<file path="src/hdl/assert_macros.svh">
// Assertion macros shared by the RTL that checks itself.
// Each macro samples on clk_i and is disabled while rst_ni is low.
`ifndef ASSERT_MACROS_SVH
`define ASSERT_MACROS_SVH

// Property that must hold at every clock edge outside reset.
`define UDSC_ASSERT(label, prop) \
  label: assert property (@(posedge clk_i) disable iff (!rst_ni) (prop)) \
    else $error("udsc assertion failed");

// Implication with the consequent checked in the cycle after the antecedent.
`define UDSC_ASSERT_NEXT(label, ante, cons) \
  label: assert property (@(posedge clk_i) disable iff (!rst_ni) (ante) |=> (cons)) \
    else $error("udsc assertion failed");

`endif

</file>
<file path="src/hdl/udsc_pkg.sv">
// Package for the divisor set closure step: register indexes, controller states,
// datapath commands and status. Depends on nothing.
package udsc_pkg;

  localparam int MAX_MODULUS = 64;
  localparam int RED_STEPS   = 6;

  typedef enum logic [1:0] {
    REG_MODULUS = 2'd0,
    REG_ALLOWED = 2'd1,
    REG_TARGET  = 2'd2,
    REG_NONE    = 2'd3
  } reg_idx_e;

  typedef enum logic [1:0] {
    DST_R = 2'd0,
    DST_C = 2'd1,
    DST_J = 2'd2
  } red_dst_e;

  typedef enum logic [3:0] {
    OP_IDLE,
    OP_LOAD,
    OP_RESTART,
    OP_RED_R_START,
    OP_RED_C_START,
    OP_RED_J_START,
    OP_RED_STEP,
    OP_MUL_START,
    OP_MUL_STEP,
    OP_WALK_START,
    OP_WALK_STEP,
    OP_J_INIT,
    OP_J_HALVE,
    OP_J_SWAP,
    OP_J_FINISH,
    OP_EMIT
  } dp_op_e;

  typedef enum logic [3:0] {
    S_IDLE,
    S_DISPATCH,
    S_RED_R,
    S_C_START,
    S_RED_C,
    S_M_START,
    S_MUL,
    S_W_START,
    S_WALK,
    S_J_INIT,
    S_J_TEST,
    S_J_MSTART,
    S_J_RED,
    S_FIN
  } ctrl_state_e;

  typedef struct packed {
    dp_op_e op;
  } dp_cmd_t;

  typedef struct packed {
    logic mode;
    logic red_last;
    logic walk_last;
    logic ja_zero;
    logic ja_even;
    logic mask_one;
  } dp_status_t;

endpackage

</file>
<file path="src/hdl/udsc_if.sv">
// Handshake channel interfaces for the divisor set closure step.
// Depends on nothing; each carries valid, ready and its payload.
interface udsc_in_if;
  logic       valid;
  logic       ready;
  logic       mode;
  logic [5:0] residue;
  modport source (output valid, mode, residue, input ready);
  modport sink (input valid, mode, residue, output ready);
endinterface

interface udsc_out_if;
  logic       valid;
  logic       ready;
  logic       miss;
  logic       miss_nonresidue;
  logic       pure_hit;
  logic       type_one_hit;
  logic [5:0] centre_value;
  logic       nonresidue_flag;
  modport source (output valid, miss, miss_nonresidue, pure_hit, type_one_hit,
                  centre_value, nonresidue_flag, input ready);
  modport sink (input valid, miss, miss_nonresidue, pure_hit, type_one_hit,
                centre_value, nonresidue_flag, output ready);
endinterface

interface udsc_cfg_if;
  logic        valid;
  logic        ready;
  logic [1:0]  index;
  logic [63:0] data;
  modport source (output valid, index, data, input ready);
  modport sink (input valid, index, data, output ready);
endinterface

</file>
<file path="src/hdl/udsc_datapath.sv">
// Datapath of the divisor set closure step: configuration, state, a bit-serial
// reduction unit, the mask walk, the Jacobi registers and the result register. Uses udsc_pkg.
module udsc_datapath import udsc_pkg::*; #(
  parameter int MaxModulus = MAX_MODULUS
) (
  input  logic        clk_i,
  input  logic        rst_ni,
  input  logic        cfg_we_i,
  input  logic [1:0]  cfg_index_i,
  input  logic [63:0] cfg_data_i,
  input  logic        in_mode_i,
  input  logic [5:0]  in_residue_i,
  input  dp_cmd_t     cmd_i,
  output dp_status_t  status_o,
  output logic        miss_o,
  output logic        miss_nonresidue_o,
  output logic        pure_hit_o,
  output logic        type_one_hit_o,
  output logic [5:0]  centre_value_o,
  output logic        nonresidue_flag_o
);

  localparam int          IdxW = $clog2(MaxModulus);
  localparam logic [5:0]  KMax = 6'(MaxModulus - 1);

  logic [5:0]            modulus_q;
  logic [63:0]           allowed_q;
  logic [5:0]            target_q;
  logic                  mode_q;
  logic [5:0]            res_q, r_q, c_q;
  logic                  flag_q;
  logic [MaxModulus-1:0] mask_q, next_q, next_d, mask_set;
  logic [5:0]            sh_q, rem_q, red_m_q;
  red_dst_e              dst_q;
  logic [IdxW-1:0]       cnt_q;
  logic [5:0]            am_q, x_q;
  logic [5:0]            ja_q, jn_q;
  logic                  js_q;
  logic                  out_miss_q, out_mnr_q, out_pure_q, out_t1_q, out_flag_q;
  logic [5:0]            out_c_q;

  logic [5:0] k;
  logic [6:0] trial, dbl, add, x_sum;
  logic [5:0] red_rem, dbl_m, add_m, x_inc, t2;
  logic       red_last, walk_last, am_wrap, allow, t1hit, t2hit, miss;

  always_comb begin
    if (modulus_q < 6'd3) begin
      k = 6'd3;
    end else if (modulus_q > KMax) begin
      k = KMax;
    end else begin
      k = modulus_q;
    end
  end

  // One restoring step of the reduction unit.
  assign trial   = {rem_q, sh_q[5]};
  assign red_rem = (trial >= {1'b0, red_m_q}) ? 6'(trial - {1'b0, red_m_q}) : trial[5:0];

  // One double-and-add step of the modular product c * r.
  assign dbl   = {rem_q, 1'b0};
  assign dbl_m = (dbl >= {1'b0, k}) ? 6'(dbl - {1'b0, k}) : dbl[5:0];
  assign add   = {1'b0, dbl_m} + {1'b0, c_q};
  always_comb begin
    if (sh_q[5]) begin
      add_m = (add >= {1'b0, k}) ? 6'(add - {1'b0, k}) : add[5:0];
    end else begin
      add_m = dbl_m;
    end
  end

  // Walk: x tracks (a mod k) * r mod k as a runs upward.
  assign x_sum   = {1'b0, x_q} + {1'b0, r_q};
  assign x_inc   = (x_sum >= {1'b0, k}) ? 6'(x_sum - {1'b0, k}) : x_sum[5:0];
  assign am_wrap = ({1'b0, am_q} + 7'd1) == {1'b0, k};
  always_comb begin
    mask_set = '0;
    mask_set[x_q[IdxW-1:0]] = mask_q[cnt_q];
  end
  assign next_d = next_q | mask_set;

  assign red_last  = cnt_q == IdxW'(RED_STEPS - 1);
  assign walk_last = cnt_q == IdxW'(MaxModulus - 1);

  // Classification of the state after the step.
  assign t2    = (c_q == 6'd0) ? 6'd0 : 6'(k - c_q);
  assign allow = allowed_q[c_q];
  assign t1hit = ({1'b0, target_q} < 7'(MaxModulus)) && mask_q[target_q[IdxW-1:0]];
  assign t2hit = mask_q[t2[IdxW-1:0]];
  assign miss  = allow && !t1hit && !t2hit;

  always_ff @(posedge clk_i or negedge rst_ni) begin
    if (!rst_ni) begin
      modulus_q <= 6'd3;
      allowed_q <= '0;
      target_q  <= 6'd2;
    end else if (cfg_we_i) begin
      unique case (reg_idx_e'(cfg_index_i))
        REG_MODULUS: modulus_q <= cfg_data_i[5:0];
        REG_ALLOWED: allowed_q <= cfg_data_i;
        REG_TARGET:  target_q  <= cfg_data_i[5:0];
        default: ;
      endcase
    end
  end

  always_ff @(posedge clk_i or negedge rst_ni) begin
    if (!rst_ni) begin
      mask_q <= MaxModulus'(2);
      c_q    <= 6'd1;
      flag_q <= 1'b0;
    end else begin
      case (cmd_i.op)
        OP_RESTART: begin
          mask_q <= MaxModulus'(2);
          c_q    <= 6'd1;
          flag_q <= 1'b0;
        end
        OP_RED_STEP: begin
          if (red_last && dst_q == DST_C) begin
            c_q <= red_rem;
          end
        end
        OP_MUL_STEP: begin
          if (red_last) begin
            c_q <= add_m;
          end
        end
        OP_WALK_STEP: begin
          if (walk_last) begin
            mask_q <= next_d;
          end
        end
        OP_J_FINISH: begin
          if (jn_q == 6'd1 && js_q) begin
            flag_q <= 1'b1;
          end
        end
        default: ;
      endcase
    end
  end

  always_ff @(posedge clk_i) begin
    case (cmd_i.op)
      OP_LOAD: begin
        mode_q <= in_mode_i;
        res_q  <= in_residue_i;
      end
      OP_RED_R_START: begin
        sh_q <= res_q; red_m_q <= k; dst_q <= DST_R; rem_q <= '0; cnt_q <= '0;
      end
      OP_RED_C_START: begin
        sh_q <= c_q; red_m_q <= k; dst_q <= DST_C; rem_q <= '0; cnt_q <= '0;
      end
      OP_RED_J_START: begin
        sh_q <= ja_q; red_m_q <= jn_q; dst_q <= DST_J; rem_q <= '0; cnt_q <= '0;
      end
      OP_RED_STEP: begin
        rem_q <= red_rem;
        sh_q  <= {sh_q[4:0], 1'b0};
        cnt_q <= cnt_q + 1'b1;
        if (red_last && dst_q == DST_R) begin
          r_q <= red_rem;
        end
        if (red_last && dst_q == DST_J) begin
          ja_q <= red_rem;
        end
      end
      OP_MUL_START: begin
        rem_q <= '0; sh_q <= r_q; cnt_q <= '0;
      end
      OP_MUL_STEP: begin
        rem_q <= add_m;
        sh_q  <= {sh_q[4:0], 1'b0};
        cnt_q <= cnt_q + 1'b1;
      end
      OP_WALK_START: begin
        next_q <= mask_q; am_q <= '0; x_q <= '0; cnt_q <= '0;
      end
      OP_WALK_STEP: begin
        next_q <= next_d;
        cnt_q  <= cnt_q + 1'b1;
        if (am_wrap) begin
          am_q <= '0;
          x_q  <= '0;
        end else begin
          am_q <= am_q + 6'd1;
          x_q  <= x_inc;
        end
      end
      OP_J_INIT: begin
        ja_q <= r_q; jn_q <= k; js_q <= 1'b0;
      end
      OP_J_HALVE: begin
        ja_q <= {1'b0, ja_q[5:1]};
        if (jn_q[2:0] == 3'd3 || jn_q[2:0] == 3'd5) begin
          js_q <= !js_q;
        end
      end
      OP_J_SWAP: begin
        ja_q <= jn_q;
        jn_q <= ja_q;
        if (jn_q[1:0] == 2'd3 && ja_q[1:0] == 2'd3) begin
          js_q <= !js_q;
        end
      end
      OP_EMIT: begin
        out_miss_q <= miss;
        out_mnr_q  <= miss && flag_q;
        out_pure_q <= allow && !miss && !flag_q;
        out_t1_q   <= t1hit;
        out_c_q    <= c_q;
        out_flag_q <= flag_q;
      end
      default: ;
    endcase
  end

  assign status_o.mode      = mode_q;
  assign status_o.red_last  = red_last;
  assign status_o.walk_last = walk_last;
  assign status_o.ja_zero   = ja_q == 6'd0;
  assign status_o.ja_even   = !ja_q[0];
  assign status_o.mask_one  = mask_q[1];

  assign miss_o            = out_miss_q;
  assign miss_nonresidue_o = out_mnr_q;
  assign pure_hit_o        = out_pure_q;
  assign type_one_hit_o    = out_t1_q;
  assign centre_value_o    = out_c_q;
  assign nonresidue_flag_o = out_flag_q;

endmodule

</file>
<file path="src/hdl/udsc_ctrl.sv">
// Controller of the divisor set closure step: sequences one request through
// the datapath and owns the input ready and output valid. Uses udsc_pkg.
module udsc_ctrl import udsc_pkg::*; (
  input  logic       clk_i,
  input  logic       rst_ni,
  input  logic       in_valid_i,
  output logic       in_ready_o,
  output logic       out_valid_o,
  input  logic       out_ready_i,
  input  dp_status_t status_i,
  output dp_cmd_t    cmd_o
);

  ctrl_state_e state_q, state_d;
  logic        out_valid_q, out_valid_d;
  logic        out_free;

  assign out_free = !out_valid_q || out_ready_i;

  always_comb begin
    state_d = state_q;
    unique case (state_q)
      S_IDLE:     if (in_valid_i) state_d = S_DISPATCH;
      S_DISPATCH: state_d = status_i.mode ? S_RED_R : S_FIN;
      S_RED_R:    if (status_i.red_last) state_d = S_C_START;
      S_C_START:  state_d = S_RED_C;
      S_RED_C:    if (status_i.red_last) state_d = S_M_START;
      S_M_START:  state_d = S_MUL;
      S_MUL:      if (status_i.red_last) state_d = S_W_START;
      S_W_START:  state_d = S_WALK;
      S_WALK:     if (status_i.walk_last) state_d = S_J_INIT;
      S_J_INIT:   state_d = S_J_TEST;
      S_J_TEST: begin
        if (status_i.ja_zero) begin
          state_d = S_FIN;
        end else if (!status_i.ja_even) begin
          state_d = S_J_MSTART;
        end
      end
      S_J_MSTART: state_d = S_J_RED;
      S_J_RED:    if (status_i.red_last) state_d = S_J_TEST;
      S_FIN:      if (out_free) state_d = S_IDLE;
      default:    state_d = S_IDLE;
    endcase
  end

  always_comb begin
    cmd_o.op    = OP_IDLE;
    out_valid_d = out_valid_q && !out_ready_i;
    unique case (state_q)
      S_IDLE:     if (in_valid_i) cmd_o.op = OP_LOAD;
      S_DISPATCH: cmd_o.op = status_i.mode ? OP_RED_R_START : OP_RESTART;
      S_RED_R:    cmd_o.op = OP_RED_STEP;
      S_C_START:  cmd_o.op = OP_RED_C_START;
      S_RED_C:    cmd_o.op = OP_RED_STEP;
      S_M_START:  cmd_o.op = OP_MUL_START;
      S_MUL:      cmd_o.op = OP_MUL_STEP;
      S_W_START:  cmd_o.op = OP_WALK_START;
      S_WALK:     cmd_o.op = OP_WALK_STEP;
      S_J_INIT:   cmd_o.op = OP_J_INIT;
      S_J_TEST: begin
        if (status_i.ja_zero) begin
          cmd_o.op = OP_J_FINISH;
        end else if (status_i.ja_even) begin
          cmd_o.op = OP_J_HALVE;
        end else begin
          cmd_o.op = OP_J_SWAP;
        end
      end
      S_J_MSTART: cmd_o.op = OP_RED_J_START;
      S_J_RED:    cmd_o.op = OP_RED_STEP;
      S_FIN: begin
        if (out_free) begin
          cmd_o.op    = OP_EMIT;
          out_valid_d = 1'b1;
        end
      end
      default: ;
    endcase
  end

  always_ff @(posedge clk_i or negedge rst_ni) begin
    if (!rst_ni) begin
      state_q     <= S_IDLE;
      out_valid_q <= 1'b0;
    end else begin
      state_q     <= state_d;
      out_valid_q <= out_valid_d;
    end
  end

  assign in_ready_o  = state_q == S_IDLE;
  assign out_valid_o = out_valid_q;

endmodule

</file>
<file path="src/hdl/unit_divisor_set_closure_step.sv">
// Top level of the divisor set closure step.
// Depends on udsc_pkg, the channel interfaces, udsc_ctrl and udsc_datapath.
//
// Usage: the block keeps a mask of divisor residues mod k, the product residue c
// and a non-residue flag. Each request on in_i either restarts this state
// (mode 0) or consumes one prime residue (mode 1). Every request produces
// exactly one result on out_o that classifies the new state.
// Configuration requests arrive on cfg_i, which is always ready; they should
// only be issued while no request is in flight.
// A restart goes from dispatch straight to the final state, where the result
// register is loaded. A consume request reduces r and c, forms the product,
// walks the mask and then runs the Jacobi symbol loop, which halves, or swaps
// and reduces, until the numerator is zero, and then finishes. The mask
// walk visits one mask bit per cycle, and every modular reduction and the
// product go through one bit per cycle in the shared reduction unit.
// One request is worked on at a time; in_i.ready is high only while idle.
// The result register lets a new request be accepted while a finished result
// still waits; if the receiver stalls, the next result holds in the final
// state until the register frees up.
// Reset sets the mask to the residue one alone, c to 1, the flag to 0, and the
// registers to modulus 3, no allowed centres and Type I target 2.
`include "assert_macros.svh"

module unit_divisor_set_closure_step import udsc_pkg::*; #(
  parameter int MaxModulus = MAX_MODULUS
) (
  input  logic      clk_i,
  input  logic      rst_ni,
  udsc_cfg_if.sink  cfg_i,
  udsc_in_if.sink   in_i,
  udsc_out_if.source out_o
);

  dp_cmd_t    cmd;
  dp_status_t status;

  // Configuration registers never back-pressure.
  assign cfg_i.ready = 1'b1;

  udsc_ctrl u_ctrl (
    .clk_i       (clk_i),
    .rst_ni      (rst_ni),
    .in_valid_i  (in_i.valid),
    .in_ready_o  (in_i.ready),
    .out_valid_o (out_o.valid),
    .out_ready_i (out_o.ready),
    .status_i    (status),
    .cmd_o       (cmd)
  );

  udsc_datapath #(
    .MaxModulus (MaxModulus)
  ) u_datapath (
    .clk_i             (clk_i),
    .rst_ni            (rst_ni),
    .cfg_we_i          (cfg_i.valid),
    .cfg_index_i       (cfg_i.index),
    .cfg_data_i        (cfg_i.data),
    .in_mode_i         (in_i.mode),
    .in_residue_i      (in_i.residue),
    .cmd_i             (cmd),
    .status_o          (status),
    .miss_o            (out_o.miss),
    .miss_nonresidue_o (out_o.miss_nonresidue),
    .pure_hit_o        (out_o.pure_hit),
    .type_one_hit_o    (out_o.type_one_hit),
    .centre_value_o    (out_o.centre_value),
    .nonresidue_flag_o (out_o.nonresidue_flag)
  );

  // An accepted request keeps the block busy in the next cycle.
  `UDSC_ASSERT_NEXT(a_busy_after_accept, in_i.valid && in_i.ready, !in_i.ready)
  // A new result only appears while a request is being worked on.
  `UDSC_ASSERT(a_result_from_work, !$rose(out_o.valid) || $past(!in_i.ready))
  // The residue one always stays in the divisor set.
  `UDSC_ASSERT(a_one_in_mask, status.mask_one)

endmodule
</file>
<file path="src/flat_wrapper.sv">
// flat-port wrapper written by rule: the top's interface ports become plain ports
module unit_divisor_set_closure_step_flat import udsc_pkg::*;
#(
  parameter int MaxModulus = MAX_MODULUS
)
  (clk_i, rst_ni, cfg_i_valid, cfg_i_index, cfg_i_data, cfg_i_ready, in_i_valid, in_i_mode, in_i_residue, in_i_ready, out_o_valid, out_o_miss, out_o_miss_nonresidue, out_o_pure_hit, out_o_type_one_hit, out_o_centre_value, out_o_nonresidue_flag, out_o_ready);
  udsc_cfg_if cfg_i_i ();
  udsc_in_if in_i_i ();
  udsc_out_if out_o_i ();
  input  logic clk_i;
  input  logic rst_ni;
  input wire logic [$bits(cfg_i_i.valid)-1:0] cfg_i_valid;
  input wire logic [$bits(cfg_i_i.index)-1:0] cfg_i_index;
  input wire logic [$bits(cfg_i_i.data)-1:0] cfg_i_data;
  output wire logic [$bits(cfg_i_i.ready)-1:0] cfg_i_ready;
  input wire logic [$bits(in_i_i.valid)-1:0] in_i_valid;
  input wire logic [$bits(in_i_i.mode)-1:0] in_i_mode;
  input wire logic [$bits(in_i_i.residue)-1:0] in_i_residue;
  output wire logic [$bits(in_i_i.ready)-1:0] in_i_ready;
  output wire logic [$bits(out_o_i.valid)-1:0] out_o_valid;
  output wire logic [$bits(out_o_i.miss)-1:0] out_o_miss;
  output wire logic [$bits(out_o_i.miss_nonresidue)-1:0] out_o_miss_nonresidue;
  output wire logic [$bits(out_o_i.pure_hit)-1:0] out_o_pure_hit;
  output wire logic [$bits(out_o_i.type_one_hit)-1:0] out_o_type_one_hit;
  output wire logic [$bits(out_o_i.centre_value)-1:0] out_o_centre_value;
  output wire logic [$bits(out_o_i.nonresidue_flag)-1:0] out_o_nonresidue_flag;
  input wire logic [$bits(out_o_i.ready)-1:0] out_o_ready;
  assign cfg_i_i.valid = cfg_i_valid;
  assign cfg_i_i.index = cfg_i_index;
  assign cfg_i_i.data = cfg_i_data;
  assign cfg_i_ready = cfg_i_i.ready;
  assign in_i_i.valid = in_i_valid;
  assign in_i_i.mode = in_i_mode;
  assign in_i_i.residue = in_i_residue;
  assign in_i_ready = in_i_i.ready;
  assign out_o_valid = out_o_i.valid;
  assign out_o_miss = out_o_i.miss;
  assign out_o_miss_nonresidue = out_o_i.miss_nonresidue;
  assign out_o_pure_hit = out_o_i.pure_hit;
  assign out_o_type_one_hit = out_o_i.type_one_hit;
  assign out_o_centre_value = out_o_i.centre_value;
  assign out_o_nonresidue_flag = out_o_i.nonresidue_flag;
  assign out_o_i.ready = out_o_ready;
  unit_divisor_set_closure_step #(.MaxModulus(MaxModulus)) u_core (.clk_i(clk_i), .rst_ni(rst_ni), .cfg_i(cfg_i_i), .in_i(in_i_i), .out_o(out_o_i));
endmodule
</file>
<file path="config.mk">
export PLATFORM = sky130hd
export DESIGN_NAME = unit_divisor_set_closure_step_flat
export DESIGN_NICKNAME = d
export VERILOG_FILES = /design/src/hdl/udsc_pkg.sv /design/src/hdl/udsc_if.sv /design/src/hdl/udsc_datapath.sv /design/src/hdl/udsc_ctrl.sv /design/src/hdl/unit_divisor_set_closure_step.sv /design/src/flat_wrapper.sv
export VERILOG_INCLUDE_DIRS = /design/src /design/src/hdl
export SDC_FILE = /design/constraint.sdc
export NUM_CORES = 1
export LEC_CHECK = 0
export ABC_CLOCK_PERIOD_IN_PS = 11700
export BUFFER_PORTS_ARGS = -buffer_cell sky130_fd_sc_hd__buf_2
export CORE_UTILIZATION = 40
export DETAILED_ROUTE_END_ITERATION = 12
export PLACE_DENSITY = 0.53
export SETUP_SLACK_MARGIN = 0.4
export SYNTH_ARGS = -nofsm -noshare
export SYNTH_HDL_FRONTEND = slang
export SYNTH_HIERARCHICAL = 1
export SYNTH_SLANG_ARGS = --single-unit
</file>
<file path="constraint.sdc">
create_clock -name clk_i -period 11.7 [get_ports clk_i]
set_clock_uncertainty 0.2 [all_clocks]
set_input_delay 0 -clock clk_i [delete_from_list [all_inputs] [get_ports clk_i]]
set_output_delay 0 -clock clk_i [all_outputs]
set_load 0.05 [all_outputs]
</file>
-- After elaboration in Yosys (flattened, before gate mapping)
Index checks and enable logic that the tools add are counted.
W data, S select, Z words.
- latch bits: 0
- input bits: 78
- word-level logic and storage cells: 221
- output and inout bits: 14
- bits in read-only memories: 0
- bits in writable memories: 0
- register bits after elaboration: 291
- memories kept: 0
- reduce and logical (&&, ||, !) cells: 54
- order comparisons: 12
- equal/unequal tests: 55
- mux-type cells: 60
- add/subtract/negate cells: 10
- div/mod/pow operators: 0
- shift-type cells: 0
- bitwise operators: 2
- $mul: 0
- operators by type and width (kind ; number):
    $pmux W64 S2 ; 2
    $mux W6 ; 13
    $and A64 B64 Y64 ; 1
    $mux W64 ; 1
    $or A64 B64 Y64 ; 1
    $pmux W6 S2 ; 5
    $eq A4 B4 Y1 const B ; 14
    $pmux W4 S14 ; 1
    $pmux W4 S12 ; 1
    $mux W4 ; 11
    $pmux W6 S3 ; 2
    $lt A6 B7 Y1 const B ; 5
    $eq A4 B3 Y1 const B ; 8
    $pmux W6 S5 ; 1
    $sub A6 B6 Y6 ; 5
    $ge A7 B6 Y1 ; 4
    $ne A2 B2 Y1 const B ; 14
    $bmux W1 S6 ; 4
    $pmux W6 S4 ; 1
    $eq A4 B2 Y1 const B ; 4
    $add A6 B6 Y7 ; 2
    $reduce_and A2 Y1 ; 7
    $mux W1 ; 13
    $add A6 B1 Y6 const B ; 2
    35 further kinds ; 71

-- Longest topological paths before layout
- depth in word-level cells: 12
- mapped depth: 24
- depth with buffers taken out: 24

-- Modules after synthesis
Netlist, hierarchy kept.
- modules (own cells, without submodules) (module ; area an instance (um^2) ; cells an instance ; seq. area each (um^2) ; times used):
    udsc_datapath ; 16614.7 ; 1528 ; 7858.8 ; 1
    udsc_ctrl ; 509.2 ; 71 ; 125.1 ; 1
    unit_divisor_set_closure_step ; 11.3 ; 2 ; 0.0 ; 1

-- Worst setup path after synthesis
OpenSTA, ideal clock, no wires.
- kind: register to register
- from: register u_core.u_ctrl.state_q[3]
- to: register u_core.u_datapath.cnt_q[0] (enable)
- stages on the path, launching flop included: 8
- buffers on the path: 2
- period minus slack after synthesis: 7711 ps
- path slack: 3989 ps
- arrival time: 7188 ps
- required time: 11177 ps
- library setup time: 323 ps
- path through: dfrtp_1 -> buf_4 -> nor4_1 -> a221o_1 -> clkbuf_1 -> nand2b_1 -> a21oi_1 -> or3_1
- RTL lines (item ; RTL line ; source):
    start, declared ; udsc_ctrl.sv:14 ; ctrl_state_e state_q, state_d;
    start signal, assigned ; udsc_ctrl.sv:87 ; state_q <= state_d;
    end signal, assigned ; udsc_datapath.sv:163 ; cnt_q <= cnt_q + 1'b1;
    end signal, assigned ; udsc_datapath.sv:177 ; cnt_q <= cnt_q + 1'b1;
    end signal, assigned ; udsc_datapath.sv:184 ; cnt_q <= cnt_q + 1'b1;
    end, declared ; udsc_datapath.sv:35 ; logic [IdxW-1:0] cnt_q;

-- Worst setup path in the final report
- from: register u_core.u_datapath.modulus_q[2]
- to: register u_core.u_datapath.rem_q[2], data pin
- word-level cells in the longest chain between the ends: 10
- elaborated cells on any way between the ends: 13
- those cells by class: 3 x add/sub; 4 x order compare; 6 x mux
- ends and longest elaborated chain (item ; RTL line ; source):
    start, declared ; udsc_datapath.sv:26 ; logic [5:0] modulus_q;
    start signal, assigned ; udsc_datapath.sv:100 ; REG_MODULUS: modulus_q <= cfg_data_i[5:0];
    $gt A6 B6 Y1 ; udsc_datapath.sv:50 ; end else if (modulus_q > KMax) begin
    $mux W6 ; udsc_datapath.sv:50 ;
    $mux W6 * ; udsc_datapath.sv:48 ; if (modulus_q < 6'd3) begin
    $sub A6 B6 Y6 or $ge A7 B6 Y1 (tied branches) ; udsc_datapath.sv:63 ; assign dbl_m = (dbl >= {1'b0, k}) ? 6'(dbl - {1'b0, k}) : dbl[5:0];
    $mux W6 ; udsc_datapath.sv:63 ;
    $add A6 B6 Y7 ; udsc_datapath.sv:64 ; assign add = {1'b0, dbl_m} + {1'b0, c_q};
    $sub A6 B6 Y6 or $ge A7 B6 Y1 (tied branches) ; udsc_datapath.sv:67 ; add_m = (add >= {1'b0, k}) ? 6'(add - {1'b0, k}) : add[5:0];
    $mux W6 ; udsc_datapath.sv:67 ;
    $mux W6 * ; udsc_datapath.sv:66 ; if (sh_q[5]) begin
    $pmux W6 S3 * ; udsc_datapath.sv:146 ; case (cmd_i.op)
    end signal, assigned ; udsc_datapath.sv:161 ; rem_q <= red_rem;
    end signal, assigned ; udsc_datapath.sv:175 ; rem_q <= add_m;
    end, declared ; udsc_datapath.sv:33 ; logic [5:0] sh_q, rem_q, red_m_q;
Every way passes the cells marked *; elsewhere a longest branch is shown, timed or not.
A chain may end at the register's enable or synchronous reset.

==> summary.md <==
| Metric | Value |
|---|---|
| Clock tree buffer depth | `3` |
| RR Startpoint | `u_core/u_datapath/modulus_q[2]` |
| Startpoint Class | `flip-flop` |
| Clock slew at reported path FFs | `0.06 ns` |
| Die width | `208.9 um` |
| CP Class | `reg2reg` |
| Initial Util | `40.65%` |
| CP required | `11.77 ns` |
| Area of the multi-input gates | `8571 um^2` |
| First-pass GRT wire length | `81.68 mm` |
| Fmax | `162.6 MHz` |
| Worst rel slew slack | `19.13%` |
| Mapped Cells | `1600` |
| Nature of the critical path endpoint | `flip-flop` |
| DRC Markers | `0` |
| Status | `completed` |
| Total global routing overflow | `0` |
| Buffers on Ports | `90` |
| Final #Nets | `1873` |
| CP startpoint | `u_core/u_datapath/modulus_q[2]` |
| Root Driver | `clkbuf_16` |
| I/O pins | `92` |
| Syn avg cell area | `10.70 um^2` |
| Num CTS Buffers | `35` |
| Routed wire per std cell | `22.68 um` |
| Post-CTS Setup Inserts | `0` |
| H-tree depth | `2` |
| Final setup fails | `0` |
| Die area | `43650 um^2` |
| Post-CTS resize count | `0` |
| HP Start | `cfg_i_data[49]` |
| Global-route usage over all layers | `24.20%` |
| Synth Cell Area | `17130 um^2` |
| Clock sinks | `291` |
| Layout cells sized above 1 | `20.35%` |
| Placer congestion estimate | `0.8930` |
| Slew @ Worst Pin | `1.210 ns` |
| Min-delay worst type | `in2reg` |
| DR iter-0 viols | `999` |
| DIE HEIGHT | `208.9 um` |
| MaxCap Viol Count | `0` |
| First-pass DRT Iterations | `6` |
| Clk_lat worst skew | `0.55 ns` |
| Vias | `13750` |
| ANT nets after route | `0` |
| Number of synthesis warnings | `6` |
| Worst-path maximum fanout | `10` |
| Final hold violation count | `0` |
| Worst EP arrival | `6.22 ns` |
| Post-layout util | `48.05%` |
| Max incr delay on CP | `0.74 ns` |
| Setup tns final | `0 ns` |
| Initial antenna violation count | `0` |
| Vias in the first global route | `13630` |
| Cts hold-fix bufs | `94` |
| Final HPWL DP | `34.57 mm` |
| Final min period | `6.151 ns` |
| Core ar. | `42130 um^2` |
| # fillers | `3902` |
| RSZ-0062 raised after global routing | `no` |
| Vias per cell | `5.944` |
| Largest net degree at the start of global routing | `105` |
| Period utilisation layout | `52.57%` |
| Crit-path cells | `or4_4 -> nand2b_4 -> inv_4 -> xnor2_1 -> ha_1 -> a221oi_1 -> a21oi_1 -> nor3_2 -> mux2_2 -> ha_1 -> a21o_1 -> a21oi_1 -> o21bai_1 -> a21oi_1 -> xnor2_1 -> ha_1 -> nand3_1 -> o211ai_1 -> mux2i_1 -> nand2_1 -> o211ai_1 -> o21ai_0` |
| Final WL | `52.46 mm` |
| Slowest-stage cell, CP | `o211ai_1` |
| CTS tree | `yes` |
| Syn Nets | `1725` |
| Register area | `7984 um^2` |
| Row count | `75` |
| Count of final max-slew check failures | `0` |
| ANT cells | `0` |
| Area growth syn-to-layout | `18.20%` |
[sequential cells by signal, summed over array words and instances (netlist names), 2 cells and up]
| signal | flops |
|---|---|
| u_core/u_datapath/allowed_q | 64 |
| u_core/u_datapath/mask_q | 64 |
| u_core/u_datapath/next_q | 64 |
| u_core/u_datapath/am_q | 6 |
| u_core/u_datapath/c_q | 6 |
| u_core/u_datapath/centre_value_o | 6 |
| u_core/u_datapath/cnt_q | 6 |
| u_core/u_datapath/ja_q | 6 |
| u_core/u_datapath/jn_q | 6 |
| u_core/u_datapath/modulus_q | 6 |
| u_core/u_datapath/r_q | 6 |
| u_core/u_datapath/red_m_q | 6 |
| u_core/u_datapath/rem_q | 6 |
| u_core/u_datapath/res_q | 6 |
| u_core/u_datapath/sh_q | 6 |
| u_core/u_datapath/target_q | 6 |
| u_core/u_datapath/x_q | 6 |
| u_core/u_ctrl/state_q | 4 |
| u_core/u_datapath/dst_q | 2 |
[layer usage]
metal | global-route usage [%] | vias up | share of wire (%)
met1 | 33.22 | 6873 | 44
met2 | 38.98 | 490 | 47
met4 | 9.026 | 0 | 3.4
met3 | 3.351 | 97 | 6.0
li1 | - | 6289 | -
met5 | 0 | - | 0
[cell type report]
type                    count  share of cell area, %
clock buffers              54                  5.327
clock inverters             9                 0.6736
inverters                  49                 0.9208
multi-input cells        1158                  42.33
flip-flops and latches    291                  39.44
well taps                 539                  3.331
repair buffers            213                  7.978
[worst paths after layout]
| check | depth (start not counted) | slack, ns | end |
|---|---|---|---|
| max in group asynchronous | 4 | 9.50 | u_core/u_datapath/allowed_q[44] |
| min reg2reg | 1 | 0.30 | u_core/u_datapath/allowed_q[43] |
| max | 22 | 5.55 | u_core/u_datapath/rem_q[2] |
| min | 3 | 0.02 | u_core/u_datapath/allowed_q[49] |
| min in group asynchronous | 3 | 0.46 | u_core/u_datapath/allowed_q[10] |
| max reg2reg | 22 | 5.55 | u_core/u_datapath/rem_q[2] |
[cell usage in the layout, fill, tap and decap left out, drive strengths merged, types with 56 or more instances in the layout]
master       count
edfxtp         139
a21oi          229
nand2           79
o21ai          107
dlygate4sd3     94
mux2            85
mux4            68
dfrtp          147
nor2           160
buf            119
and3            56
[critical path: cells and delay by family, from the launching register on]
| family | cells | cell delay, ns |
|---|---|---|
| muxes | 2 | 0.71 |
| buffers and inverters | 1 | 0.08 |
| DFF | 1 | 0.43 |
| xor gates and xnor gates | 2 | 0.24 |
| adders and majority gates | 3 | 0.90 |
| AOI/OAI and AO/OA | 9 | 2.03 |
| and+or+nand+nor | 5 | 1.28 |
[through the flow]
stage	hold WS (ns)	setup WS, ns	instance area, um^2	std cells
after detailed placement	-0.02158	5.628	18090	2156
after global placement	-0.01841	5.701	18090	2156
after floorplan	-0.4956	3.989	17130	1600
after global routing	0.01933	5.046	20250	2313
final	0.01930	5.549	20250	2313
after CTS	0.0005552	5.619	20250	2313
Power is left out: the tool's default activity adds up to more than one toggle a clock period on the data nets, which glitch-free logic cannot reach.
